$ cat config.mk
export PLATFORM = sky130hd
export DESIGN_NAME = length_prefixed_packet_ring_queue_core_flat
export DESIGN_NICKNAME = d
export VERILOG_FILES = /design/src/hw/rtl/lprq_pkg.sv /design/src/hw/rtl/lprq_req_if.sv /design/src/hw/rtl/lprq_rsp_if.sv /design/src/hw/rtl/length_prefixed_packet_ring_queue_core.sv /design/src/flat_wrapper.sv
export SDC_FILE = /design/constraint.sdc
export NUM_CORES = 2
export LEC_CHECK = 0
export ABC_CLOCK_PERIOD_IN_PS = 12800
export BUFFER_PORTS_ARGS = -buffer_cell sky130_fd_sc_hd__buf_2
export CORE_ASPECT_RATIO = 1.5
export CORE_MARGIN = 3
export CORE_UTILIZATION = 57
export CTS_CLUSTER_SIZE = 24
export DETAILED_ROUTE_END_ITERATION = 16
export PLACE_DENSITY = 0.83
export SLEW_MARGIN = 25
export SYNTH_ARGS = -nofsm -noshare
export SYNTH_HDL_FRONTEND = slang
export SYNTH_SLANG_ARGS = --single-unit
$ cat constraint.sdc
create_clock -name clk -period 12.8 [get_ports clk]
set_input_delay 1.92 -clock clk [delete_from_list [all_inputs] [get_ports clk]]
set_output_delay 1.92 -clock clk [all_outputs]
set_load 0.1 [all_outputs]
$ cat src/hw/rtl/lprq_pkg.sv
// ----------------------------------------------------------------------------
// lprq_pkg
// Sizes, codes and field widths shared by the packet ring queue and its
// channel interfaces.
// ----------------------------------------------------------------------------
package lprq_pkg;

  // Ring geometry and record layout
  localparam int BUF_BYTES   = 128;
  localparam int MAX_PAYLOAD = 20;
  localparam int HDR_BYTES   = 4;

  localparam int PTR_W  = $clog2(BUF_BYTES);
  localparam int FREE_W = $clog2(BUF_BYTES + 1);
  localparam int CNT_W  = $clog2(MAX_PAYLOAD + HDR_BYTES + 1);

  // Field widths
  localparam int ACT_W    = 2;
  localparam int LINK_W   = 8;
  localparam int HANDLE_W = 16;
  localparam int LEN_W    = 5;
  localparam int BYTE_W   = 8;
  localparam int STAT_W   = 2;

  // Input actions
  localparam logic [ACT_W-1:0] ACT_HEADER = 2'd0;
  localparam logic [ACT_W-1:0] ACT_BYTE   = 2'd1;
  localparam logic [ACT_W-1:0] ACT_POP    = 2'd2;

  // Result status codes
  localparam logic [STAT_W-1:0] STAT_OK     = 2'd0;
  localparam logic [STAT_W-1:0] STAT_REJECT = 2'd1;
  localparam logic [STAT_W-1:0] STAT_DATA   = 2'd2;
  localparam logic [STAT_W-1:0] STAT_EMPTY  = 2'd3;

endpackage

$ cat src/hw/rtl/lprq_req_if.sv
// ----------------------------------------------------------------------------
// lprq_req_if
// Request channel: header, payload byte and pop words with valid/ready.
// ----------------------------------------------------------------------------
interface lprq_req_if;
  import lprq_pkg::*;

  logic                valid;
  logic                ready;
  logic [ACT_W-1:0]    action;
  logic [LINK_W-1:0]   link_id;
  logic [HANDLE_W-1:0] attr_handle;
  logic [LEN_W-1:0]    payload_length;
  logic [BYTE_W-1:0]   payload_byte;

  modport source (
    output valid, action, link_id, attr_handle, payload_length, payload_byte,
    input  ready
  );
  modport sink (
    input  valid, action, link_id, attr_handle, payload_length, payload_byte,
    output ready
  );
endinterface

$ cat src/hw/rtl/lprq_rsp_if.sv
// ----------------------------------------------------------------------------
// lprq_rsp_if
// Response channel: status and popped packet data words with valid/ready.
// ----------------------------------------------------------------------------
interface lprq_rsp_if;
  import lprq_pkg::*;

  logic                valid;
  logic                ready;
  logic [STAT_W-1:0]   status;
  logic [LINK_W-1:0]   out_link_id;
  logic [HANDLE_W-1:0] out_handle;
  logic [LEN_W-1:0]    out_length;
  logic [BYTE_W-1:0]   out_byte;
  logic                byte_valid;
  logic                last;

  modport source (
    output valid, status, out_link_id, out_handle, out_length, out_byte,
    output byte_valid, last,
    input  ready
  );
  modport sink (
    input  valid, status, out_link_id, out_handle, out_length, out_byte,
    input  byte_valid, last,
    output ready
  );
endinterface

$ cat src/hw/rtl/length_prefixed_packet_ring_queue_core.sv
// ----------------------------------------------------------------------------
// length_prefixed_packet_ring_queue_core
// Byte ring of length-prefixed radio packet records with header, payload
// byte and pop words in, status and packet data words out.
// ----------------------------------------------------------------------------
// A header's status word is valid the cycle after the header is taken; the
//   header then holds the request side in S_HDR while its other three header
//   bytes are written (one ring write port). A payload byte gives no word.
// A pop holds the request side in S_POP: four header reads, then one byte
//   per cycle while the response side does not stall (one read port).
// Reset: rst clears pointers, counters, free count and sequencer; ring not cleared.
// ----------------------------------------------------------------------------
module length_prefixed_packet_ring_queue_core (
  input  logic        clk,
  input  logic        rst,
  lprq_req_if.sink    req,
  lprq_rsp_if.source  rsp
);
  import lprq_pkg::*;

  typedef enum logic [2:0] {
    S_IDLE = 3'b001,
    S_HDR  = 3'b010,
    S_POP  = 3'b100
  } state_t;

  localparam int SUM_W = FREE_W + 2;

  // Ring storage, one write port and one registered read port
  logic [BYTE_W-1:0] ring [BUF_BYTES];

  state_t            state;
  logic [PTR_W-1:0]  wp, rp, rs;
  logic [FREE_W-1:0] free_cnt;
  logic [7:0]        pkt_cnt;
  logic [LEN_W-1:0]  pending;

  // Header being written
  logic [1:0]          hcnt;
  logic [LINK_W-1:0]   hdr_link;
  logic [HANDLE_W-1:0] hdr_handle;

  // Pop sequencer
  logic [CNT_W-1:0]  rcnt, dcnt;
  logic              pend;
  logic [BYTE_W-1:0] rdata;
  logic [LEN_W-1:0]  pop_len;
  logic [LINK_W-1:0] pop_link;
  logic [7:0]        pop_hi, pop_lo;

  // Output register
  logic                ovalid;
  logic [STAT_W-1:0]   o_status;
  logic [LINK_W-1:0]   o_link;
  logic [HANDLE_W-1:0] o_handle;
  logic [LEN_W-1:0]    o_len;
  logic [BYTE_W-1:0]   o_byte;
  logic                o_bvalid, o_last;

  logic slot_free, accept;
  logic is_hdr, is_byte, is_pop;

  // Header decision
  logic              abandon, reject;
  logic [SUM_W-1:0]  rec_span, free_sum;
  logic [FREE_W-1:0] free_eff;
  logic [PTR_W-1:0]  wp_eff;
  logic [5:0]        rec_bytes;

  // Ring write port
  logic              we;
  logic [PTR_W-1:0]  waddr;
  logic [BYTE_W-1:0] wdata;

  // Pop stepping
  logic             more, issue, move, pop_out, pop_done;
  logic [CNT_W-1:0] pay_idx;
  logic [LEN_W-1:0] byte0_len;
  logic [SUM_W-1:0] pop_free_sum;

  logic                load;
  logic [STAT_W-1:0]   l_status;
  logic [LINK_W-1:0]   l_link;
  logic [HANDLE_W-1:0] l_handle;
  logic [LEN_W-1:0]    l_len;
  logic [BYTE_W-1:0]   l_byte;
  logic                l_bvalid;

  function automatic logic [PTR_W-1:0] ptr_inc(input logic [PTR_W-1:0] p);
    if (p == PTR_W'(BUF_BYTES - 1)) begin
      return '0;
    end
    return p + 1'b1;
  endfunction

  // Payload length from a stored length byte, clamped to the legal range
  function automatic logic [LEN_W-1:0] len_of(input logic [BYTE_W-1:0] s);
    logic [BYTE_W-1:0] l;
    l = (s >= BYTE_W'(HDR_BYTES)) ? s - BYTE_W'(HDR_BYTES) : '0;
    if (l > BYTE_W'(MAX_PAYLOAD)) begin
      l = BYTE_W'(MAX_PAYLOAD);
    end
    return l[LEN_W-1:0];
  endfunction

  assign slot_free = !ovalid || rsp.ready;
  assign req.ready = (state == S_IDLE) && slot_free;
  assign accept    = req.valid && req.ready;
  assign is_hdr    = accept && (req.action == ACT_HEADER);
  assign is_byte   = accept && (req.action == ACT_BYTE);
  assign is_pop    = accept && (req.action == ACT_POP);

  // Abandon an open record first: return its space, rewind the write pointer
  always_comb begin
    abandon  = (pending != '0);
    rec_span = (wp >= rs) ? SUM_W'(wp) - SUM_W'(rs)
                          : SUM_W'(wp) + SUM_W'(BUF_BYTES) - SUM_W'(rs);
    free_sum = SUM_W'(free_cnt) + rec_span + SUM_W'(pending);
    if (!abandon) begin
      free_eff = free_cnt;
    end else if (free_sum > SUM_W'(BUF_BYTES)) begin
      free_eff = FREE_W'(BUF_BYTES);
    end else begin
      free_eff = free_sum[FREE_W-1:0];
    end
    wp_eff    = abandon ? rs : wp;
    rec_bytes = 6'(req.payload_length) + 6'(HDR_BYTES);
    reject    = (req.payload_length > LEN_W'(MAX_PAYLOAD))
             || (SUM_W'(free_eff) < SUM_W'(rec_bytes));
  end

  // Ring write port: length byte at accept, then three header bytes, or a
  // payload byte
  always_comb begin
    we    = 1'b0;
    waddr = wp;
    wdata = req.payload_byte;
    if (is_hdr && !reject) begin
      we    = 1'b1;
      waddr = wp_eff;
      wdata = BYTE_W'(rec_bytes);
    end else if (is_byte && abandon) begin
      we = 1'b1;
    end else if (state == S_HDR) begin
      we = 1'b1;
      case (hcnt)
        2'd1:    wdata = hdr_link;
        2'd2:    wdata = hdr_handle[15:8];
        default: wdata = hdr_handle[7:0];
      endcase
    end
  end

  // Pop: issue reads ahead while the data register drains into the output
  always_comb begin
    pay_idx  = dcnt - CNT_W'(HDR_BYTES);
    more     = (rcnt < CNT_W'(HDR_BYTES))
            || ((rcnt - CNT_W'(HDR_BYTES)) < CNT_W'(pop_len));
    pop_out  = (dcnt >= CNT_W'(HDR_BYTES))
            || ((dcnt == CNT_W'(HDR_BYTES - 1)) && (pop_len == '0));
    move     = pend && (!pop_out || slot_free);
    issue    = (state == S_POP) && more && (!pend || move);
    pop_done = move && pop_out
            && ((dcnt == CNT_W'(HDR_BYTES - 1))
                || (pay_idx + 1'b1 == CNT_W'(pop_len)));
    byte0_len    = len_of(rdata);
    pop_free_sum = SUM_W'(free_cnt) + SUM_W'(byte0_len) + SUM_W'(HDR_BYTES);
  end

  // Output word to load
  always_comb begin
    load     = 1'b0;
    l_status = STAT_OK;
    l_link   = '0;
    l_handle = '0;
    l_len    = '0;
    l_byte   = '0;
    l_bvalid = 1'b0;
    if (is_hdr) begin
      load     = 1'b1;
      l_status = reject ? STAT_REJECT : STAT_OK;
    end else if (is_pop && (pkt_cnt == '0)) begin
      load     = 1'b1;
      l_status = STAT_EMPTY;
    end else if (move && pop_out) begin
      load     = 1'b1;
      l_status = STAT_DATA;
      l_link   = pop_link;
      if (dcnt == CNT_W'(HDR_BYTES - 1)) begin
        l_handle = {pop_hi, rdata};
      end else begin
        l_handle = {pop_hi, pop_lo};
        l_len    = pop_len;
        l_byte   = rdata;
        l_bvalid = 1'b1;
      end
    end
  end

  always_ff @(posedge clk) begin
    if (we) begin
      ring[waddr] <= wdata;
    end
    if (issue) begin
      rdata <= ring[rp];
    end
  end

  always_ff @(posedge clk) begin
    if (rst) begin
      state    <= S_IDLE;
      wp       <= '0;
      rp       <= '0;
      rs       <= '0;
      free_cnt <= FREE_W'(BUF_BYTES);
      pkt_cnt  <= '0;
      pending  <= '0;
      hcnt     <= '0;
      rcnt     <= '0;
      dcnt     <= '0;
      pend     <= 1'b0;
      ovalid   <= 1'b0;
    end else begin
      case (state)
        S_IDLE: begin
          if (is_hdr) begin
            // Abandon happens even when the new header is then rejected
            if (reject) begin
              wp       <= wp_eff;
              free_cnt <= free_eff;
              pending  <= '0;
            end else begin
              rs       <= wp_eff;
              wp       <= ptr_inc(wp_eff);
              free_cnt <= free_eff - FREE_W'(rec_bytes);
              pending  <= req.payload_length;
              hcnt     <= 2'd1;
              state    <= S_HDR;
              if (req.payload_length == '0) begin
                pkt_cnt <= pkt_cnt + 1'b1;
              end
            end
          end else if (is_byte && abandon) begin
            wp      <= ptr_inc(wp);
            pending <= pending - 1'b1;
            if (pending == LEN_W'(1)) begin
              pkt_cnt <= pkt_cnt + 1'b1;
            end
          end else if (is_pop && (pkt_cnt != '0)) begin
            pkt_cnt <= pkt_cnt - 1'b1;
            rcnt    <= '0;
            dcnt    <= '0;
            pend    <= 1'b0;
            state   <= S_POP;
          end
        end
        S_HDR: begin
          wp   <= ptr_inc(wp);
          hcnt <= hcnt + 1'b1;
          if (hcnt == 2'd3) begin
            state <= S_IDLE;
          end
        end
        S_POP: begin
          if (issue) begin
            rp   <= ptr_inc(rp);
            rcnt <= rcnt + 1'b1;
          end
          if (issue) begin
            pend <= 1'b1;
          end else if (move) begin
            pend <= 1'b0;
          end
          if (move) begin
            dcnt <= dcnt + 1'b1;
            if (dcnt == '0) begin
              // Release the record's space as soon as its length is known
              if (pop_free_sum > SUM_W'(BUF_BYTES)) begin
                free_cnt <= FREE_W'(BUF_BYTES);
              end else begin
                free_cnt <= pop_free_sum[FREE_W-1:0];
              end
            end
          end
          if (pop_done) begin
            state <= S_IDLE;
          end
        end
        default: state <= S_IDLE;
      endcase

      if (load) begin
        ovalid <= 1'b1;
      end else if (rsp.ready) begin
        ovalid <= 1'b0;
      end
    end
  end

  // Capture the incoming header, the popped record header and the output word
  always_ff @(posedge clk) begin
    if (is_hdr) begin
      hdr_link   <= req.link_id;
      hdr_handle <= req.attr_handle;
    end
    if (move) begin
      case (dcnt)
        CNT_W'(0): pop_len  <= len_of(rdata);
        CNT_W'(1): pop_link <= rdata;
        CNT_W'(2): pop_hi   <= rdata;
        CNT_W'(3): pop_lo   <= rdata;
        default:   ;
      endcase
    end
    if (load) begin
      o_status <= l_status;
      o_link   <= l_link;
      o_handle <= l_handle;
      o_len    <= l_len;
      o_byte   <= l_byte;
      o_bvalid <= l_bvalid;
      // Every word is last except payload bytes before the final one
      o_last   <= !(move && pop_out && !pop_done);
    end
  end

  assign rsp.valid       = ovalid;
  assign rsp.status      = o_status;
  assign rsp.out_link_id = o_link;
  assign rsp.out_handle  = o_handle;
  assign rsp.out_length  = o_len;
  assign rsp.out_byte    = o_byte;
  assign rsp.byte_valid  = o_bvalid;
  assign rsp.last        = o_last;

endmodule

$ cat src/flat_wrapper.sv
// flat-port wrapper written by rule: the top's interface ports become plain ports
module length_prefixed_packet_ring_queue_core_flat import lprq_pkg::*;
  (clk, rst, req_valid, req_action, req_link_id, req_attr_handle, req_payload_length, req_payload_byte, req_ready, rsp_valid, rsp_status, rsp_out_link_id, rsp_out_handle, rsp_out_length, rsp_out_byte, rsp_byte_valid, rsp_last, rsp_ready);
  lprq_req_if req_i ();
  lprq_rsp_if rsp_i ();
  input  logic clk;
  input  logic rst;
  input wire logic [$bits(req_i.valid)-1:0] req_valid;
  input wire logic [$bits(req_i.action)-1:0] req_action;
  input wire logic [$bits(req_i.link_id)-1:0] req_link_id;
  input wire logic [$bits(req_i.attr_handle)-1:0] req_attr_handle;
  input wire logic [$bits(req_i.payload_length)-1:0] req_payload_length;
  input wire logic [$bits(req_i.payload_byte)-1:0] req_payload_byte;
  output wire logic [$bits(req_i.ready)-1:0] req_ready;
  output wire logic [$bits(rsp_i.valid)-1:0] rsp_valid;
  output wire logic [$bits(rsp_i.status)-1:0] rsp_status;
  output wire logic [$bits(rsp_i.out_link_id)-1:0] rsp_out_link_id;
  output wire logic [$bits(rsp_i.out_handle)-1:0] rsp_out_handle;
  output wire logic [$bits(rsp_i.out_length)-1:0] rsp_out_length;
  output wire logic [$bits(rsp_i.out_byte)-1:0] rsp_out_byte;
  output wire logic [$bits(rsp_i.byte_valid)-1:0] rsp_byte_valid;
  output wire logic [$bits(rsp_i.last)-1:0] rsp_last;
  input wire logic [$bits(rsp_i.ready)-1:0] rsp_ready;
  assign req_i.valid = req_valid;
  assign req_i.action = req_action;
  assign req_i.link_id = req_link_id;
  assign req_i.attr_handle = req_attr_handle;
  assign req_i.payload_length = req_payload_length;
  assign req_i.payload_byte = req_payload_byte;
  assign req_ready = req_i.ready;
  assign rsp_valid = rsp_i.valid;
  assign rsp_status = rsp_i.status;
  assign rsp_out_link_id = rsp_i.out_link_id;
  assign rsp_out_handle = rsp_i.out_handle;
  assign rsp_out_length = rsp_i.out_length;
  assign rsp_out_byte = rsp_i.out_byte;
  assign rsp_byte_valid = rsp_i.byte_valid;
  assign rsp_last = rsp_i.last;
  assign rsp_i.ready = rsp_ready;
  length_prefixed_packet_ring_queue_core u_core (.clk(clk), .rst(rst), .req(req_i), .rsp(rsp_i));
endmodule
* Yosys cells after proc, flatten, opt, wreduce, memory -nomap -nowiden
Memory sizes are Yosys's and may differ from the RTL's. A register that Yosys moved wholly into a read port is not among the register bits.
Index checks and enable logic that the tools add are counted.
** Word-level totals
- Bits in registers :: 153
- Bits in writable memories :: 1024
- Input bits :: 43
- Output and inout bits :: 43
- Memories :: 1
** Operators by class
- Add/subtract/negate cells :: 22
- Magnitude comparators :: 10
- Eq/ne operators :: 34
- Muxes and demuxes :: 92
- Bitwise logic cells :: 2
- Reductions and logical operators :: 58
** Memories
- u_core.ring :: words 128, width 8, rd ports 1, clocked after memory_dff 1, write ports 1, RTL line length_prefixed_packet_ring_queue_core.sv:30 : logic [BYTE_W-1:0] ring [BUF_BYTES];
** Operators by type and width (count)
- $mux W8 :: 18
- $mux W7 :: 12
- $mux W5 :: 9
- $mux W1 :: 33
- $pmux W8 S2 :: 2
- $reduce_and A5 Y1 :: 5
- $add A7 B1 Y7 const B :: 3
- $eq A7 B7 Y1 const B :: 3
- $gt A10 B8 Y1 const B :: 2
- $pmux W5 S2 :: 2
- $mux W3 :: 6
- $logic_and A1 B1 Y1 :: 16
- $ne A2 B2 Y1 const B :: 8
- $add A5 B1 Y5 const B :: 3
- $logic_not A5 Y1 :: 3
- $pmux W7 S2 :: 1
- $reduce_and A2 Y1 :: 7
- $ne A3 B2 Y1 const B :: 4
- $add A10 B3 Y10 const B :: 1
- $add A10 B5 Y10 :: 1
- $add A8 B10 Y10 :: 1
- $eq A5 B1 Y1 const B :: 2
- $eq A5 B2 Y1 const B :: 2
- $mux W10 :: 1
- other kinds (46) :: 73

* Longest topological paths before layout
- Depth after elaboration :: 18
- Gate-level depth with buffers :: 33

* Worst setup path before layout
Ideal clock, no wire load.
- Path type :: register -> register
- Start :: register u_core.wp[0]
- End :: memory u_core.ring[0][0], data pin
- Arrival :: 10804 ps
- Setup slack :: 800 ps
- Cell stages (with the launch flop) :: 29
- Buffers on the path :: 3
- Clock period less this slack :: 12000 ps
- Path through :: dfxtp_1 inv_1 ha_1 fa_1 nor2b_1 o21ai_0 nand2b_1 a21o_1 a21oi_1 xnor2_1 ha_1 ha_1 buf_6 or3b_1 o221ai_2 or3b_4 or4_1 a211oi_2 a22o_1 ha_1 a211oi_1 o21bai_1 a21oi_1 nand3b_1 nor4_2 nor2_4 buf_2 buf_2 o21ai_0
** On the way
- Cells in the longest elaborated chain, start to end :: 13
** Ends and longest elaborated chain
- start: declaration :: RTL line length_prefixed_packet_ring_queue_core.sv:33 : logic [PTR_W-1:0] wp, rp, rs;
- start signal: assignment :: RTL line length_prefixed_packet_ring_queue_core.sv:229 : wp <= wp_eff;
- start signal: assignment :: RTL line length_prefixed_packet_ring_queue_core.sv:234 : wp <= ptr_inc(wp_eff);
- start signal: assignment :: RTL line length_prefixed_packet_ring_queue_core.sv:244 : wp <= ptr_inc(wp);
- $add A7 B8 Y9 :: RTL line length_prefixed_packet_ring_queue_core.sv:117 : : SUM_W'(wp) + SUM_W'(BUF_BYTES) - SUM_W'(rs);
- $sub A10 B7 Y10 :: RTL line length_prefixed_packet_ring_queue_core.sv:117
- $mux W10 * :: RTL line length_prefixed_packet_ring_queue_core.sv:116 : rec_span = (wp >= rs) ? SUM_W'(wp) - SUM_W'(rs)
- $add A8 B10 Y10 * :: RTL line length_prefixed_packet_ring_queue_core.sv:118 : free_sum = SUM_W'(free_cnt) + rec_span + SUM_W'(pending);
- $add A10 B5 Y10 * :: RTL line length_prefixed_packet_ring_queue_core.sv:118
- $gt A10 B8 Y1 :: RTL line length_prefixed_packet_ring_queue_core.sv:121 : end else if (free_sum > SUM_W'(BUF_BYTES)) begin
- $mux W8 * :: RTL line length_prefixed_packet_ring_queue_core.sv:121
- $mux W8 * :: RTL line length_prefixed_packet_ring_queue_core.sv:119 : if (!abandon) begin
- $lt A8 B6 Y1 * :: RTL line length_prefixed_packet_ring_queue_core.sv:129 : || (SUM_W'(free_eff) < SUM_W'(rec_bytes));
- $logic_or A1 B1 Y1 * :: RTL line length_prefixed_packet_ring_queue_core.sv:129
- $logic_not A1 Y1 * :: RTL line length_prefixed_packet_ring_queue_core.sv:138 : if (is_hdr && !reject) begin
- $logic_and A1 B1 Y1 * :: RTL line length_prefixed_packet_ring_queue_core.sv:138
- $mux W8 * :: RTL line length_prefixed_packet_ring_queue_core.sv:138
- net u_core.wdata[0] :: RTL line length_prefixed_packet_ring_queue_core.sv:73 : logic [BYTE_W-1:0] wdata;
- end: declaration :: RTL line length_prefixed_packet_ring_queue_core.sv:30
Mark *: on every way through the listed nets, which the timed path passes. The rest lies on a longest branch.

* Final worst setup path
- Start :: register u_core.wp[0]
- End :: memory u_core.ring[49][4], enable pin
** On the way
- Cells in the longest elaborated chain, start to end :: 15
** Ends and longest elaborated chain
- $add A7 B8 Y9 :: RTL line length_prefixed_packet_ring_queue_core.sv:117
- $sub A10 B7 Y10 :: RTL line length_prefixed_packet_ring_queue_core.sv:117
- $mux W10 :: RTL line length_prefixed_packet_ring_queue_core.sv:116
- $add A8 B10 Y10 :: RTL line length_prefixed_packet_ring_queue_core.sv:118
- $add A10 B5 Y10 :: RTL line length_prefixed_packet_ring_queue_core.sv:118
- $gt A10 B8 Y1 :: RTL line length_prefixed_packet_ring_queue_core.sv:121
- $mux W8 :: RTL line length_prefixed_packet_ring_queue_core.sv:121
- $mux W8 :: RTL line length_prefixed_packet_ring_queue_core.sv:119
- $lt A8 B6 Y1 :: RTL line length_prefixed_packet_ring_queue_core.sv:129
- $logic_or A1 B1 Y1 :: RTL line length_prefixed_packet_ring_queue_core.sv:129
- $logic_not A1 Y1 :: RTL line length_prefixed_packet_ring_queue_core.sv:138
- $logic_and A1 B1 Y1 :: RTL line length_prefixed_packet_ring_queue_core.sv:138
- $mux W1 :: RTL line length_prefixed_packet_ring_queue_core.sv:138
- $mux W1 :: RTL line length_prefixed_packet_ring_queue_core.sv:201 : if (we) begin
- $mux W1 (not written as such) :: RTL line length_prefixed_packet_ring_queue_core.sv:202 : ring[waddr] <= wdata;
Parallel ways exist; a longest one is shown, timed or not.

==> impl_metrics.env <==
export IMPL_final_setup_viol_count=0
export IMPL_hold_class="reg2reg"
export IMPL_coreArea_um2=85560
export IMPL_p_comb_share_pct=6.5
export IMPL_fmax_mhz=109.0
export IMPL_critPathKind="reg2reg"
export IMPL_place_hpwl_um=74490
export IMPL_maxSlewViolCount=0
export IMPL_rsz0062_at_grt="false"
export IMPL_max_vdd_ir_drop_mv=0.1120
export IMPL_io_buffers=85
export IMPL_power_switching_uw=1843
export IMPL_cpMostUsedCell="ha_1"
export IMPL_tightest_slew_ns=1.099
export IMPL_synth_seq_cells=1185
export IMPL_synth_edf_count=1126
export IMPL_cts_setup_buffers=0
export IMPL_setup_ws_ns=3.622
export IMPL_drive_gt1_share_pct=23.95
export IMPL_period_needed_ns=9.178
export IMPL_clkTransAtPathRegs_ns=0.07
export IMPL_track_usage_pct=27.92
export IMPL_synth_cell_types=96
export IMPL_cp_required_ns=13.12
export IMPL_area_growth_pct=10.27
export IMPL_initial_core_util_pct=57.84
export IMPL_final_cell_area_um2=54570
export IMPL_layout_nets=2854
export IMPL_antenna_found_initial=4
export IMPL_leakage_uw=0.01679
export IMPL_io_pins=86
export IMPL_rows=131
export IMPL_switching_share_pct=23.08
export IMPL_dieHeight_um=366.9
export IMPL_viasPerCell=6.780
export IMPL_first_pass_iters=7
export IMPL_fill_cells=5357
export IMPL_placed_area_um2=51110
export IMPL_cp_start_kind="flip-flop"
export IMPL_syn_nets=2766
export IMPL_cts_resized=0
export IMPL_final_cell_mix="edfxtp_1, mux4_2, nor2_1, clkbuf_16, nand2_1"
export IMPL_maxSlewHeadroom_pct=26.52
export IMPL_ant_nets=0
export IMPL_tns_ns=0
export IMPL_netlist_instances=2655
export IMPL_dieArea_um2=90460
export IMPL_htreeDepth=3
export IMPL_die_w_um=246.6
export IMPL_grt_overflow=0
export IMPL_wl_per_cell_um=32.04
export IMPL_grt_pass1_vias=27230
export IMPL_arrival_ns=9.50
export IMPL_period_share_pct=71.70
export IMPL_seq_area_frac_synth_pct=70.72
export IMPL_finalClockSkew_ns=0.03647
export IMPL_clock_latency_ns=0.71
export IMPL_grt_start_max_net_pins=129
export IMPL_cp_end_kind="flip-flop"
export IMPL_cts_sinks=1185
export IMPL_cp_slowest_stage_delay_ns=0.77
export IMPL_synth_main_ff_cell="edfxtp_1"
export IMPL_cpMaxStageDelayCell="buf_4"
export IMPL_clock_power_share_pct=39.5
export IMPL_place_gp_congestion=0.9366
export IMPL_grt_pass1_wl_um=184000
export IMPL_seq_power_share_pct=54.0
export IMPL_avgSynthCellArea_um2=18.64
export IMPL_drt_iter0_markers=3435
export IMPL_drt_wl_total_um=126900
export IMPL_max_cap_violations=0
export IMPL_p_per_area_nw_per_um2=146.3
export IMPL_vias=26860
export IMPL_cts_buffers=100
export IMPL_drc=0
export IMPL_root_buffer="clkbuf_16"
export IMPL_async_flop_share_pct=0
export IMPL_synth_area_um2=49480
export IMPL_cts_tree="built"
export IMPL_run_status="complete, no violations"
export IMPL_hold_viol_final=0
export IMPL_dp_slack_ns=3.725
export IMPL_final_common_cell="edfxtp_1"
export IMPL_clock_path_buffers=3
export IMPL_hold_buffers=0
export IMPL_crit_fanout=42
export IMPL_p_int_uw=6142
export IMPL_synth_warnings=0
cells in the mapped netlist (all sizes together) (13+ instances only):
cell,instances,area share (%)
a211oi,20,0.33
a21o,14,0.21
a21oi,73,0.77
a31oi,14,0.21
and2,23,0.29
and3,19,0.25
buf,54,0.64
clkbuf,79,0.60
dfxtp,59,2.4
edfxtp,1126,68
ha,59,1.5
inv,61,0.46
mux2i,27,0.82
mux4,336,15
nand2,100,0.78
nand2b,18,0.23
nand3,13,0.13
nor2,259,2.0
nor2b,15,0.19
nor3,36,0.37
o21ai,46,0.52
or3,15,0.19
xnor2,24,0.42
xor2,20,0.35
through the flow:
step                power (uW)  util (%)  instances  hold WS (ns)
global route              8181     63.78       3960        0.5251
finish                    7985     63.78       3961        0.5105
detailed placement        4901     59.73       3768        0.4955
floorplan                 4764         -       2655        0.4585
CTS                       7992     63.65       3954        0.5044
global placement          4881     59.69       3767        0.4735
registers in the layout, indices dropped and copies added, names as in the netlist, 8 cells and up:
name                    cells
u_core.hdr_link             8
u_core.pop_hi               8
u_core.hdr_handle          16
u_core.rdata                8
u_core.pkt_cnt              8
u_core.ring              1024
u_core.free_cnt             8
u_core.rsp.out_byte         8
u_core.rsp.out_link_id      8
u_core.pop_link             8
u_core.rsp.out_handle      16
u_core.pop_lo               8
routing by layer:
layer / up-vias / track usage [%] / wire, um
met2: 1880 / 48.14 / 66240
met1: 13690 / 33.21 / 41140
li1: 10890 / - / -
met3: 400 / 4.548 / 10450
met5: - / 0 / 0
met4: 0 / 16.11 / 9073
kinds of logic (layout without fill, tap and decap cells):
logic type                 Yosys count  in the layout  synth area share (%)
muxes                              365            365                 16.16
other                                0              4                     0
DFF                               1185           1185                 70.72
AOI/OAI and AO/OA                  252            252                 3.611
xor gates and xnor gates            44             44                0.7788
buffers and inverters              196            368                 1.719
adders and majority gates           68             68                 1.856
and+or+nand+nor                    545            545                 5.156
worst max-delay path, delay by kind of cell (launching register included):
family                     cells  cell delay (ns)
xor gates and xnor gates       1             0.17
and+or+nand+nor                9             3.22
DFF                            1             0.42
adders and majority gates      6             1.88
AOI/OAI and AO/OA             10             1.76
buffers and inverters          4             1.31
layout make-up:
cell class / count / area (um^2) / area share, %
diodes: 4 / 10.01 / 0.01834
clock buffers: 118 / 2613 / 4.788
inverters: 63 / 236.5 / 0.4334
well taps: 1130 / 1414 / 2.591
repair buffers: 119 / 785.8 / 1.440
multi-input cells: 1274 / 13760 / 25.21
flip-flops and latches: 1185 / 35010 / 64.15
clock inverters: 68 / 743.2 / 1.362
final timing paths:
path	startpoint	to	slack, ns	cells after the start
max	u_core.wp[0]	u_core.ring[49][4]	3.62	30
min	u_core.pkt_cnt[5]	u_core.pkt_cnt[5]	0.51	2
max reg2reg	u_core.wp[0]	u_core.ring[49][4]	3.62	30
min reg2reg	u_core.pkt_cnt[5]	u_core.pkt_cnt[5]	0.51	2
power groups by stage:
stage	clock, uW	combinational (uW)	sequential [uW]
after CTS	3170	506	4310
final	3150	517	4310
after global placement	0	483	4400
after detailed placement	0	501	4400
after global routing	3320	549	4320
after floorplan	0	278	4490
Note: power is estimated with default switching activity, not from simulation.
